### src/design/jaccard_distance_unit_core_macros.svh
// ----------------------------------------------------------------------------
// jaccard distance unit assertion macros
// shared concurrent assertion wrappers, clocked on clk with arst_n as disable
// ----------------------------------------------------------------------------
`ifndef JACCARD_DISTANCE_UNIT_CORE_MACROS_SVH
`define JACCARD_DISTANCE_UNIT_CORE_MACROS_SVH

// same-cycle implication
`define JDU_ASSERT_SAME(lbl, ante, cons, msg) \
	lbl: assert property (@(posedge clk) disable iff (!arst_n) (ante) |-> (cons)) \
		else $error(msg);

// next-cycle implication
`define JDU_ASSERT_NEXT(lbl, ante, cons, msg) \
	lbl: assert property (@(posedge clk) disable iff (!arst_n) (ante) |=> (cons)) \
		else $error(msg);

`endif

### src/design/jdu_pkg.sv
// ----------------------------------------------------------------------------
// jdu_pkg
// widths, constants and controller-to-datapath types of the jaccard unit
// ----------------------------------------------------------------------------
`default_nettype none

package jdu_pkg;

	localparam int ELEM_W     = 16;
	localparam int MAX_LENGTH = 4096;
	localparam int CNT_W      = 13;
	localparam int FRAC_BITS  = 16;
	localparam int DIST_W     = FRAC_BITS + 1;
	localparam int DIV_STEPS  = DIST_W;
	localparam int STEP_W     = $clog2(DIV_STEPS);
	localparam int IN_DATA_W  = 2 * ELEM_W;
	localparam int OUT_DATA_W = 48;
	localparam int OUT_USED_W = DIST_W + 2 * CNT_W;

	// commands from the controller to the datapath
	typedef struct packed {
		logic accept;    // element beat taken this cycle
		logic last;      // that beat closes the vector pair
		logic div_step;  // one quotient bit
		logic load_out;  // move result into output registers
	} jdu_cmd_t;

	typedef enum logic [2:0] {
		ST_ACCUM  = 3'b001,
		ST_DIVIDE = 3'b010,
		ST_EMIT   = 3'b100
	} jdu_state_t;

endpackage

`default_nettype wire

### src/design/jdu_ctrl.sv
// ----------------------------------------------------------------------------
// jdu_ctrl
// sequencer: accumulate, divide bit-serially, hand over the result
// ----------------------------------------------------------------------------
`default_nettype none

module jdu_ctrl
	import jdu_pkg::*;
(
	input  wire logic     clk,
	input  wire logic     arst_n,
	input  wire logic     in_valid,
	input  wire logic     in_last,
	output logic          in_ready,
	output logic          out_valid,
	input  wire logic     out_ready,
	output jdu_cmd_t      cmd
);

	jdu_state_t        state_q;
	jdu_state_t        state_d;
	logic [STEP_W-1:0] step_q;
	logic              out_valid_q;
	logic              out_free;

	assign in_ready  = (state_q == ST_ACCUM);
	assign out_valid = out_valid_q;
	assign out_free  = !out_valid_q || out_ready;

	always_comb begin
		state_d      = state_q;
		cmd.accept   = 1'b0;
		cmd.last     = 1'b0;
		cmd.div_step = 1'b0;
		cmd.load_out = 1'b0;
		case (state_q)
			ST_ACCUM: begin
				cmd.accept = in_valid;
				cmd.last   = in_valid && in_last;
				if (in_valid && in_last) begin
					state_d = ST_DIVIDE;
				end
			end
			ST_DIVIDE: begin
				cmd.div_step = 1'b1;
				if (step_q == STEP_W'(DIV_STEPS - 1)) begin
					state_d = ST_EMIT;
				end
			end
			ST_EMIT: begin
				if (out_free) begin
					cmd.load_out = 1'b1;
					state_d      = ST_ACCUM;
				end
			end
			default: begin
				state_d = ST_ACCUM;
			end
		endcase
	end

	always_ff @(posedge clk or negedge arst_n) begin
		if (!arst_n) begin
			state_q     <= ST_ACCUM;
			step_q      <= '0;
			out_valid_q <= 1'b0;
		end else begin
			state_q <= state_d;
			if (state_q == ST_DIVIDE) begin
				step_q <= step_q + 1'b1;
			end else begin
				step_q <= '0;
			end
			if (cmd.load_out) begin
				out_valid_q <= 1'b1;
			end else if (out_ready) begin
				out_valid_q <= 1'b0;
			end
		end
	end

endmodule

`default_nettype wire

### src/design/jdu_dpath.sv
// ----------------------------------------------------------------------------
// jdu_dpath
// saturating counters, restoring divider and output registers
// ----------------------------------------------------------------------------
`default_nettype none

module jdu_dpath
	import jdu_pkg::*;
(
	input  wire logic              clk,
	input  wire logic              arst_n,
	input  wire jdu_cmd_t          cmd,
	input  wire logic [ELEM_W-1:0] a_value,
	input  wire logic [ELEM_W-1:0] b_value,
	output logic [DIST_W-1:0]      distance_fraction,
	output logic [CNT_W-1:0]       differ_count,
	output logic [CNT_W-1:0]       union_count,
	output logic                   undefined_result
);

	logic [CNT_W-1:0]  differ_acc_q;
	logic [CNT_W-1:0]  union_acc_q;
	logic [CNT_W-1:0]  differ_nxt;
	logic [CNT_W-1:0]  union_nxt;
	logic [CNT_W-1:0]  differ_cap_q;
	logic [CNT_W-1:0]  union_cap_q;
	logic [CNT_W-1:0]  rem_q;
	logic [DIST_W-1:0] quo_q;
	logic              rem_ge;
	logic [CNT_W-1:0]  rem_sub;
	logic [CNT_W-1:0]  rem_kept;

	// counts saturate at MAX_LENGTH
	always_comb begin
		differ_nxt = differ_acc_q;
		union_nxt  = union_acc_q;
		if (a_value != b_value) begin
			differ_nxt = (differ_acc_q >= CNT_W'(MAX_LENGTH)) ?
				CNT_W'(MAX_LENGTH) : differ_acc_q + 1'b1;
		end
		if ((a_value != '0) || (b_value != '0)) begin
			union_nxt = (union_acc_q >= CNT_W'(MAX_LENGTH)) ?
				CNT_W'(MAX_LENGTH) : union_acc_q + 1'b1;
		end
	end

	// one restoring step; remainder stays below 2*union so fits CNT_W
	assign rem_ge   = (rem_q >= union_cap_q);
	assign rem_sub  = rem_q - union_cap_q;
	assign rem_kept = rem_ge ? rem_sub : rem_q;

	always_ff @(posedge clk or negedge arst_n) begin
		if (!arst_n) begin
			differ_acc_q <= '0;
			union_acc_q  <= '0;
		end else if (cmd.accept) begin
			if (cmd.last) begin
				differ_acc_q <= '0;
				union_acc_q  <= '0;
			end else begin
				differ_acc_q <= differ_nxt;
				union_acc_q  <= union_nxt;
			end
		end
	end

	always_ff @(posedge clk) begin
		if (cmd.accept && cmd.last) begin
			differ_cap_q <= differ_nxt;
			union_cap_q  <= union_nxt;
			rem_q        <= differ_nxt;
			quo_q        <= '0;
		end else if (cmd.div_step) begin
			rem_q <= {rem_kept[CNT_W-2:0], 1'b0};
			quo_q <= {quo_q[DIST_W-2:0], rem_ge};
		end
		if (cmd.load_out) begin
			distance_fraction <= (union_cap_q == '0) ? '0 : quo_q;
			differ_count      <= differ_cap_q;
			union_count       <= union_cap_q;
			undefined_result  <= (union_cap_q == '0);
		end
	end

endmodule

`default_nettype wire

### src/design/jaccard_distance_unit_core.sv
// ----------------------------------------------------------------------------
// jaccard_distance_unit_core
// streaming jaccard distance: differ count over union count, 16 fraction bits
// ----------------------------------------------------------------------------
//  channel  dir  beat contents
//  s_axis   in   tdata {b_value, a_value}, tlast last_element
//  m_axis   out  tdata {union, differ, distance}, tuser undefined_result
//
//  one element pair is taken per cycle while a vector pair is being counted
//  the beat with tlast starts a bit-serial division, then the emit state
//  loads the result; no new pair is taken until the emit is done
//  the result waits in an output register; counting of the next pair can
//  start while it is not yet taken, a second result stalls in emit
//  arst_n clears counters, sequencer and output valid
// ----------------------------------------------------------------------------
`default_nettype none

`include "jaccard_distance_unit_core_macros.svh"

module jaccard_distance_unit_core
	import jdu_pkg::*;
(
	input  wire logic                  clk,
	input  wire logic                  arst_n,
	// slave side
	input  wire logic                  s_tvalid,
	output logic                       s_tready,
	input  wire logic [IN_DATA_W-1:0]  s_tdata,   // a_value[15:0], b_value[31:16]
	input  wire logic                  s_tlast,   // last_element
	// master side
	output logic                       m_tvalid,
	input  wire logic                  m_tready,
	output logic [OUT_DATA_W-1:0]      m_tdata,   // distance_fraction[16:0],
	                                              // differ_count[29:17],
	                                              // union_count[42:30], zero pad
	output logic                       m_tuser    // undefined_result
);

	jdu_cmd_t          cmd;
	logic [DIST_W-1:0] distance_fraction;
	logic [CNT_W-1:0]  differ_count;
	logic [CNT_W-1:0]  union_count;

	// sequencer owns both handshakes
	jdu_ctrl u_ctrl (
		.clk       (clk),
		.arst_n    (arst_n),
		.in_valid  (s_tvalid),
		.in_last   (s_tlast),
		.in_ready  (s_tready),
		.out_valid (m_tvalid),
		.out_ready (m_tready),
		.cmd       (cmd)
	);

	// counting, division and result registers
	jdu_dpath u_dpath (
		.clk               (clk),
		.arst_n            (arst_n),
		.cmd               (cmd),
		.a_value           (s_tdata[ELEM_W-1:0]),
		.b_value           (s_tdata[IN_DATA_W-1:ELEM_W]),
		.distance_fraction (distance_fraction),
		.differ_count      (differ_count),
		.union_count       (union_count),
		.undefined_result  (m_tuser)
	);

	assign m_tdata = {{(OUT_DATA_W - OUT_USED_W){1'b0}},
		union_count, differ_count, distance_fraction};

	// undefined flag tracks an empty union
	`JDU_ASSERT_SAME(a_undef_union, m_tvalid, m_tuser == (union_count == '0), "undefined flag mismatch")
	// a differing position is always in the union
	`JDU_ASSERT_SAME(a_differ_le_union, m_tvalid, differ_count <= union_count, "differ above union")
	// fraction never exceeds one
	`JDU_ASSERT_SAME(a_frac_range, m_tvalid, distance_fraction <= DIST_W'(1 << FRAC_BITS), "fraction above one")
	// the closing beat stops input for the division
	`JDU_ASSERT_NEXT(a_stop_after_last, s_tvalid && s_tready && s_tlast, !s_tready, "input open during divide")

endmodule

`default_nettype wire
### config.mk
export PLATFORM = sky130hd
export DESIGN_NAME = jaccard_distance_unit_core
export DESIGN_NICKNAME = d
export VERILOG_FILES = /design/src/design/jdu_pkg.sv /design/src/design/jdu_ctrl.sv /design/src/design/jdu_dpath.sv /design/src/design/jaccard_distance_unit_core.sv
export VERILOG_INCLUDE_DIRS = /design/src /design/src/design
export SDC_FILE = /design/constraint.sdc
export NUM_CORES = 1
export LEC_CHECK = 0
export BUFFER_PORTS_ARGS = -buffer_cell sky130_fd_sc_hd__buf_2
export CORE_MARGIN = 2
export CORE_UTILIZATION = 46
export DETAILED_ROUTE_END_ITERATION = 6
export HOLD_SLACK_MARGIN = 0.03
export PLACE_DENSITY = 0.7
export SLEW_MARGIN = 10
export SYNTH_ARGS = -nofsm -noshare
export SYNTH_HDL_FRONTEND = slang
export SYNTH_HIERARCHICAL = 1
export SYNTH_SLANG_ARGS = --single-unit
export TNS_END_PERCENT = 20
### constraint.sdc
create_clock -name clk -period 11.2 [get_ports clk]
set_input_delay 1.12 -clock clk [delete_from_list [all_inputs] [get_ports clk]]
set_output_delay 1.12 -clock clk [all_outputs]
set_load 0.02 [all_outputs]
# --- Yosys cells after proc, flatten, opt, wreduce, memory -nomap -nowiden ---
# Index checks and enable logic that the tools add are counted.
word_totals:
  reg_bits: 135
  in_bits: 37
  out_inout_bits: 51
  word_cells: 59
op_classes:
  n_addsub: 4
  magnitude_cmp: 3
  n_eq_ne: 8
  mux: 20
  reduce_logical: 11
ops:
  columns: ["op", "count"]
  rows:
  - ["two-way mux 13 bit", 8]
  - ["nonzero test 16 bit", 2]
  - ["adder 13 x 1 -> 13 bit (second input constant)", 2]
  - ["greater-or-equal comparator 13 bit (second input constant)", 2]
  - ["inequality test 16 bit", 1]
  - ["greater-or-equal comparator 13 bit", 1]
  - ["zero test 13 bit", 1]
  - ["two-way mux 12 bit", 1]
  - ["subtractor 12 bit", 1]
  - ["two-way mux 3 bit", 3]
  - ["case mux 3 bit (3 select lines)", 1]
  - ["inequality test 2 x 1 -> 1 bit (second input constant)", 3]
  - ["adder 5 x 1 -> 5 bit (second input constant)", 1]
  - ["equality test 5 bit (second input constant)", 1]
  - ["two-way mux 1 bit", 5]
  - ["two-way mux 5 bit", 1]
  - ["nonzero test 2 bit", 2]
  - ["equality test 3 x 1 -> 1 bit (second input constant)", 1]
  - ["equality test 3 x 2 -> 1 bit (second input constant)", 1]
  - ["equality test 3 bit (second input constant)", 1]
  - ["AND reduction 3 bit", 1]
  - ["logical AND 1 bit", 2]
  - ["logical OR 1 bit", 2]
  - ["two-way mux 2 bit", 1]
  - ["zero test 1 bit", 1]

# --- Depth between registers and ports, before layout ---
# Gate-level depths: netlist of run 1.
logic_depth:
  word_depth: 5
  ltp_mapped: 10
  mapped_depth_nobuf: 10

# --- By module ---
# Netlist of run 1, hierarchy kept.
modules_own_cells:
  columns: ["mod", "n_inst", "cells_each", "area_per_inst_um2", "seq_area_each_um2"]
  rows:
  - ["jdu_dpath", 1, 561, 6352.3, 3483.3]
  - ["jdu_ctrl", 1, 42, 454.2, 226.5]
  - ["jaccard_distance_unit_core", 1, 6, 41.3, 0.0]

# --- Least setup slack after synthesis of run 1 ---
# Ideal clock, no wire load.
synth_path:
  kind: "in2reg"
  from: "in m_tready"
  to: "reg u_dpath.differ_count[0], enable pin"
  setup_ns: 0.460
  t_arrival_ns: 3.279
  t_required_ns: 10.740
  slack_ns: 7.461
  stages: 2
  n_path_buf: 0
  cell_sequence: "inv_1 -> a21oi_1"
synth_lines:
  columns: ["element", "line", "text"]
  rows:
  - ["start: declaration", "jaccard_distance_unit_core.sv:32", "input wire logic m_tready,"]
  - ["end signal: assignment", "jdu_dpath.sv:79", "differ_count <= differ_cap_q;"]
  - ["end: declaration", "jdu_dpath.sv:16", "output logic [CNT_W-1:0] differ_count,"]

==> metrics.txt, run 1 <==
status=finished, violations left; failing checks=DRC; Hold Path Class=flip-flop to flip-flop; Seq cells post-synth=135; Final Hold Fails=0; Fin Clk Skew=0.00947 ns; # clock sinks=135; dpl hpwl=10.7 mm; total power=1.51 mW; CP endpoint kind=flip-flop; Final min period=3.27 ns; Worst setup SP type=input pin; post-synthesis sequential area ratio=0.542; Post-CTS Resized=0; max_cap viols=0; CTS Hold Bufs=0; Die Height=126 um; hold path cells=0; vias in the first global route=5,002; post-route cell area=0.00800 mm^2; antenna violations before repair=0; crit path DAT=3.45 ns; Cells after Synth=609; clock-pin slew on the worst setup and hold paths=0.06 ns; layout cell share with drive strength beyond 1=0.208; TritonCTS buffer count=17; final wirelength=14.8 mm; Syn Area/Cell=11.2 um^2; Final period util=0.292; Placeable Area=0.0145 mm^2; largest net degree at the start of global routing=45; P_leak=3.22 nW; fmax=306 MHz; Vias=5,002; Detailed Routing Iterations Pass 1=7; grt ovf=0; Routed Antenna Nets=0; VDD IR max=0.106 mV; FP Rows=44; IO Pins=88; number of synthesized flops with an enable pin=83; RePlAce Congestion=0.896; PD cells=188 mW/mm^2; Post-CTS Setup Bufs=0; Die X=126 um; effective utilization at floorplan=0.471; Hold Path Origin=u_dpath/differ_cap_q[8]; vias per cell=5.67; Setup CP Type=input pin to flip-flop; buffer depth of the longest clock path=2; Routed WL per cell=16.8 um; cell with the most instances after synthesis=edfxtp_1; Slew @ Worst Pin=0.912 ns; FF-to-FF path depth=6; total track usage=0.194; Final Setup Violations=0; unrepaired setup endpoints after global routing=false; CP startpoint=s_tvalid; CTS tree=done; layout net count=742; Worst Path Required=11.38 ns; fill cell count=1,262; clk_lat worst skew=0.42 ns; clk root buf=clkbuf_16; setup_tns=0 ns; instance area at placement=0.00737 mm^2; DRT iter0 DRCs=320; r2r setup slk=8.16 ns; Layout area overhead=16.8%; Min-Delay Endpoint=u_dpath/differ_count[8]; Slew HR=0.390; die area=0.0159 mm^2; first-pass GRT wire length=24.3 mm; Synth area leaders=edfxtp_1 36%, dfrtp_1 12%, dfxtp_1 5.0%; H-tree levels=4; post-synthesis cell type count=75; # diodes=0; cell area after synthesis=0.00685 mm^2; fraction of registers with async set/reset=0.259; top_reg_cell synth=edfxtp_1; DRC Markers=1; reg-to-reg critical path endpoint=u_dpath/rem_q[0]; RR Startpoint=u_ctrl/state_q[0]; Yosys top cell area share=0.364; Post-synth top cells=83 x edfxtp_1, 46 x nor2_1, 38 x inv_1; largest area contributor in the netlist=edfxtp_1; port bufs=82; crit path max fanout=28; Final Max Tran Viols=0; YS warnings=6
[flip-flops by register name (all words and copies together) (netlist names)]
register,cells
u_dpath/differ_cap_q,13
u_dpath/differ_count,13
u_dpath/rem_q,13
u_ctrl/out_valid,1
u_dpath/union_acc_q,13
u_dpath/distance_fraction,17
u_dpath/quo_q,17
u_dpath/differ_acc_q,13
u_dpath/undefined_result,1
u_ctrl/step_q,5
u_dpath/union_count,13
u_dpath/union_cap_q,13
u_ctrl/state_q,3
[stage by stage]
step,std cells,hold WS [ns],util,setup slack [ns]
floorplan,613,0.400,-,7.46
global placement,850,0.405,0.507,7.52
detailed placement,850,0.407,0.507,7.47
CTS,882,0.421,0.550,7.91
global route,882,0.433,0.550,7.65
finish,882,0.417,0.550,7.93
[worst max-delay path: stages]
cell and delay (ns):
buf_2 0.10, and3_1 0.28, nand2_1 0.47, clkinv_1 0.77
buf_4 0.50, and2_1 0.19
[layout make-up]
cell class                 instances  area, um^2  share of cell area
clock buffer                      20         447              0.0559
clock inverter                    12         178              0.0222
timing repair buffer              85         433              0.0541
inverter                          40         150              0.0188
tap                              184         230              0.0288
sequential                       135        3710               0.464
multi-input combinational        406        2850               0.356
[cells in the final DEF, fill, tap and decap left out, drive strengths merged, types with 16 or more instances in the layout]
cell / instances
clkbuf: 20
inv: 39
nand3: 21
dfxtp: 17
dfrtp: 34
nor2: 47
xnor2: 20
ha: 19
a21oi: 20
o21ai: 33
mux2i: 30
o31ai: 16
buf: 85
nand2: 30
nor4: 16
and2: 20
edfxtp: 83
[power breakdown]
group          switching [mW]  internal [mW]
Clock                   0.206          0.378
Sequential             0.0594          0.600
Combinational           0.150          0.114
Total                   0.415           1.09
[kinds of logic (layout without fill, tap and decap cells)]
kind of cell / Yosys count / after routing / share of synthesized area
DFF: 135 / 135 / 0.542
other: 1 / 5 / 0.000548
xor gates and xnor gates: 24 / 24 / 0.0307
adders and majority gates: 20 / 20 / 0.0376
and+or+nand+nor: 181 / 181 / 0.143
AOI/OAI and AO/OA: 140 / 140 / 0.147
buffers and inverters: 72 / 157 / 0.0459
muxes: 36 / 36 / 0.0537
[how the worst max path moves through the flow]
| stage | cells after the start | to |
|---|---|---|
| 6_report | 6 | u_dpath/rem_q[0] |
| 3_5_place_dp | 6 | u_dpath/rem_q[0] |
| 3_3_place_gp | 6 | u_dpath/rem_q[0] |
| 4_1_cts | 6 | u_dpath/rem_q[0] |
| 5_1_grt | 6 | u_dpath/rem_q[0] |
| 2_1_floorplan | 2 | u_dpath/differ_count[0] |
[per-layer routing]
| metal | wire length (um) | track usage | vias to the layer above |
|---|---|---|---|
| met1 | 6130 | 0.237 | 2406 |
| met5 | 0 | 0 | - |
| met3 | 870 | 0.0489 | 20 |
| met4 | 244 | 0.0737 | 0 |
| li1 | - | - | 2403 |
| met2 | 7530 | 0.331 | 173 |
Power figures use the tool's default switching activity.
==> inputs of run 2 (changes only) <==
==> constraint.sdc (replaced) <==
create_clock -name clk -period 3.37 [get_ports clk]
set_input_delay 0.337 -clock clk [delete_from_list [all_inputs] [get_ports clk]]
set_output_delay 0.337 -clock clk [all_outputs]
set_load 0.02 [all_outputs]
==> run 2 against run 1 <==
Against the previous run: the flow now finishes without violations; via count up 2.6%; largest power group unchanged; combinational power rose to 3.4 times the previous value; sequential cell count unchanged; clock power rose to 3.0 times the previous value; sequential power rose to 3.3 times the previous value; worst setup slack worse by 7.4 ns; critical path type is now flip-flop to flip-flop.
==> metrics.txt, run 2 (synthesized netlist as in run 1, its figures left out) <==
CTS tree=done; fill cell count=1,254 (-0.63%); clk_lat worst skew=0.42 ns (about the same); PD cells=607 mW/mm^2 (+220%); # clock sinks=135 (unchanged); Post-CTS Resized=0 (unchanged); commonest cells after routing, fill and taps aside=83 x edfxtp_1, 82 x buf_2, 46 x nor2_1; commonest non-fill, non-tap cell in the layout=edfxtp_1; instance area at placement=0.00743 mm^2 (+0.78%); Final period util=0.855; layout cell share with drive strength beyond 1=0.213 (+0.00533); DP Cell Count=856 (+0.71%); buffer depth of the longest clock path=2 (unchanged); layout net count=748 (+0.81%); FP Rows=44 (unchanged); Setup CP Type=flip-flop to flip-flop; Worst Path Required=3.54 ns (-7.84 ns); total track usage=0.195 (+0.00122); Final Hold Fails=0 (unchanged); # diodes=0 (unchanged); largest net degree at the start of global routing=45 (unchanged); Worst setup SP type=flip-flop; Post-CTS Setup Bufs=0 (unchanged); crit path DAT=3.05 ns (-0.40 ns); Die X=126 um (unchanged); max_cap viols=0 (unchanged); grt ovf=0 (unchanged); Hold Path Class=input pin to async pin; Slew HR=0.427 (+0.0375); DRT iter0 DRCs=491 (+53%); H-tree levels=4 (unchanged); dpl hpwl=10.7 mm (+0.29%); Final Setup Violations=0 (unchanged); DRC Markers=0 (-1); antenna violations before repair=0 (unchanged); IO Pins=88 (unchanged); P_leak=3.23 nW (+0.45%); port bufs=82 (unchanged); setup_tns=0 ns (unchanged); fmax=347 MHz; utilization after layout=0.550 (about the same); Fin Clk Skew=0.0135 ns (+0.00401 ns); Final Max Tran Viols=0 (unchanged); status=completed; clock-pin slew on the worst setup and hold paths=0.06 ns (about the same); post-route cell area=0.00799 mm^2 (about the same); biggest regs=u_dpath/distance_fraction (17), u_dpath/quo_q (17); Layout Cells excl Fill=888 (+0.68%); final wirelength=15.2 mm (+3.2%); CTS Hold Bufs=0 (unchanged); vias in the first global route=5,151 (+3.0%); Detailed Routing Iterations Pass 1=6 (-1); Final min period=2.88 ns; final hold slack=0.0217 ns (-0.396 ns); Die Height=126 um (unchanged); CP endpoint kind=flip-flop; crit path max fanout=15 (-46%); unrepaired setup endpoints after global routing=false; vias per cell=5.78 (+1.9%); effective utilization at floorplan=0.471 (unchanged); Vias=5,130 (+2.6%); clk root buf=clkbuf_16; die area=0.0159 mm^2 (unchanged); Placeable Area=0.0145 mm^2 (unchanged); Layout area overhead=16.7% (about the same); Slew @ Worst Pin=0.859 ns (-0.0529 ns); first-pass GRT wire length=24.7 mm (+1.7%); VDD IR max=0.319 mV (+200%); RePlAce Congestion=0.931 (+3.9%); Routed Antenna Nets=0 (unchanged); Routed WL per cell=17.2 um (+2.5%); TritonCTS buffer count=17 (unchanged)
[run 2: cell count changes in the layout (fill, tap and decap cells not counted)]
cell,before,now
buf_12,0,1
buf_4,3,8
bufinv_16,4,2
clkbuf_1,2,0
clkbuf_8,1,0
clkinv_1,2,5
clkinv_2,1,4
clkinv_4,3,2
clkinvlp_4,3,2
inv_6,0,1
[run 2: path summary, 6_finish.rpt]
path,startpoint,slack (ns),to,cells after the start
min in group clk,m_tready,0.13,u_ctrl/out_valid,2
worst max-delay path,u_dpath/union_cap_q[7],0.49,u_dpath/rem_q[3],8
worst min-delay path,arst_n,0.02,u_dpath/differ_acc_q[2],1
worst max register to register,u_dpath/union_cap_q[7],0.49,u_dpath/rem_q[3],8
worst min register to register,u_dpath/differ_cap_q[8],0.42,u_dpath/differ_count[8],0
max in group asynchronous,arst_n,2.80,u_dpath/union_acc_q[8],1
[run 2: worst max-delay path, stage by stage, from the launching register on]
cell	delay, ns
edfxtp_1	0.38
inv_1	0.06
ha_1	0.46
a21o_1	0.24
a21oi_1	0.35
a21o_1	0.18
o311a_4	0.33
mux2_2	0.36
mux2_2	0.26
[run 2: layout make-up]
class,count,area [um^2],share of cell area
Timing Repair Buffer,91,490,0.0614
Clock buffer,17,425,0.0532
Multi-Input combinational cell,406,2850,0.357
Sequential cell,135,3710,0.464
Tap cell,184,230,0.0288
Inverter,40,150,0.0188
Clock inverter,15,136,0.0171
[run 2: report_power, final]
part | switching (mW) | internal (mW) | leakage, nW
combinational | 0.513 | 0.387 | 1.63
sequential | 0.197 | 1.99 | 1.33
clock | 0.684 | 1.07 | 0.273
total | 1.39 | 3.46 | 3.23
[run 2: layer usage]
layer  wire length (um)  global-route usage
met5                  0                   0
met4                344              0.0802
met3                932              0.0467
met2               7590               0.335
met1               6380               0.236
[run 2: through the flow]
step                setup slack [ns]  total power [mW]
floorplan                      0.512              2.85
CTS                            0.523              4.88
global route                   0.350              5.11
global placement               0.637              3.05
finish                         0.490              4.85
detailed placement             0.543              3.10
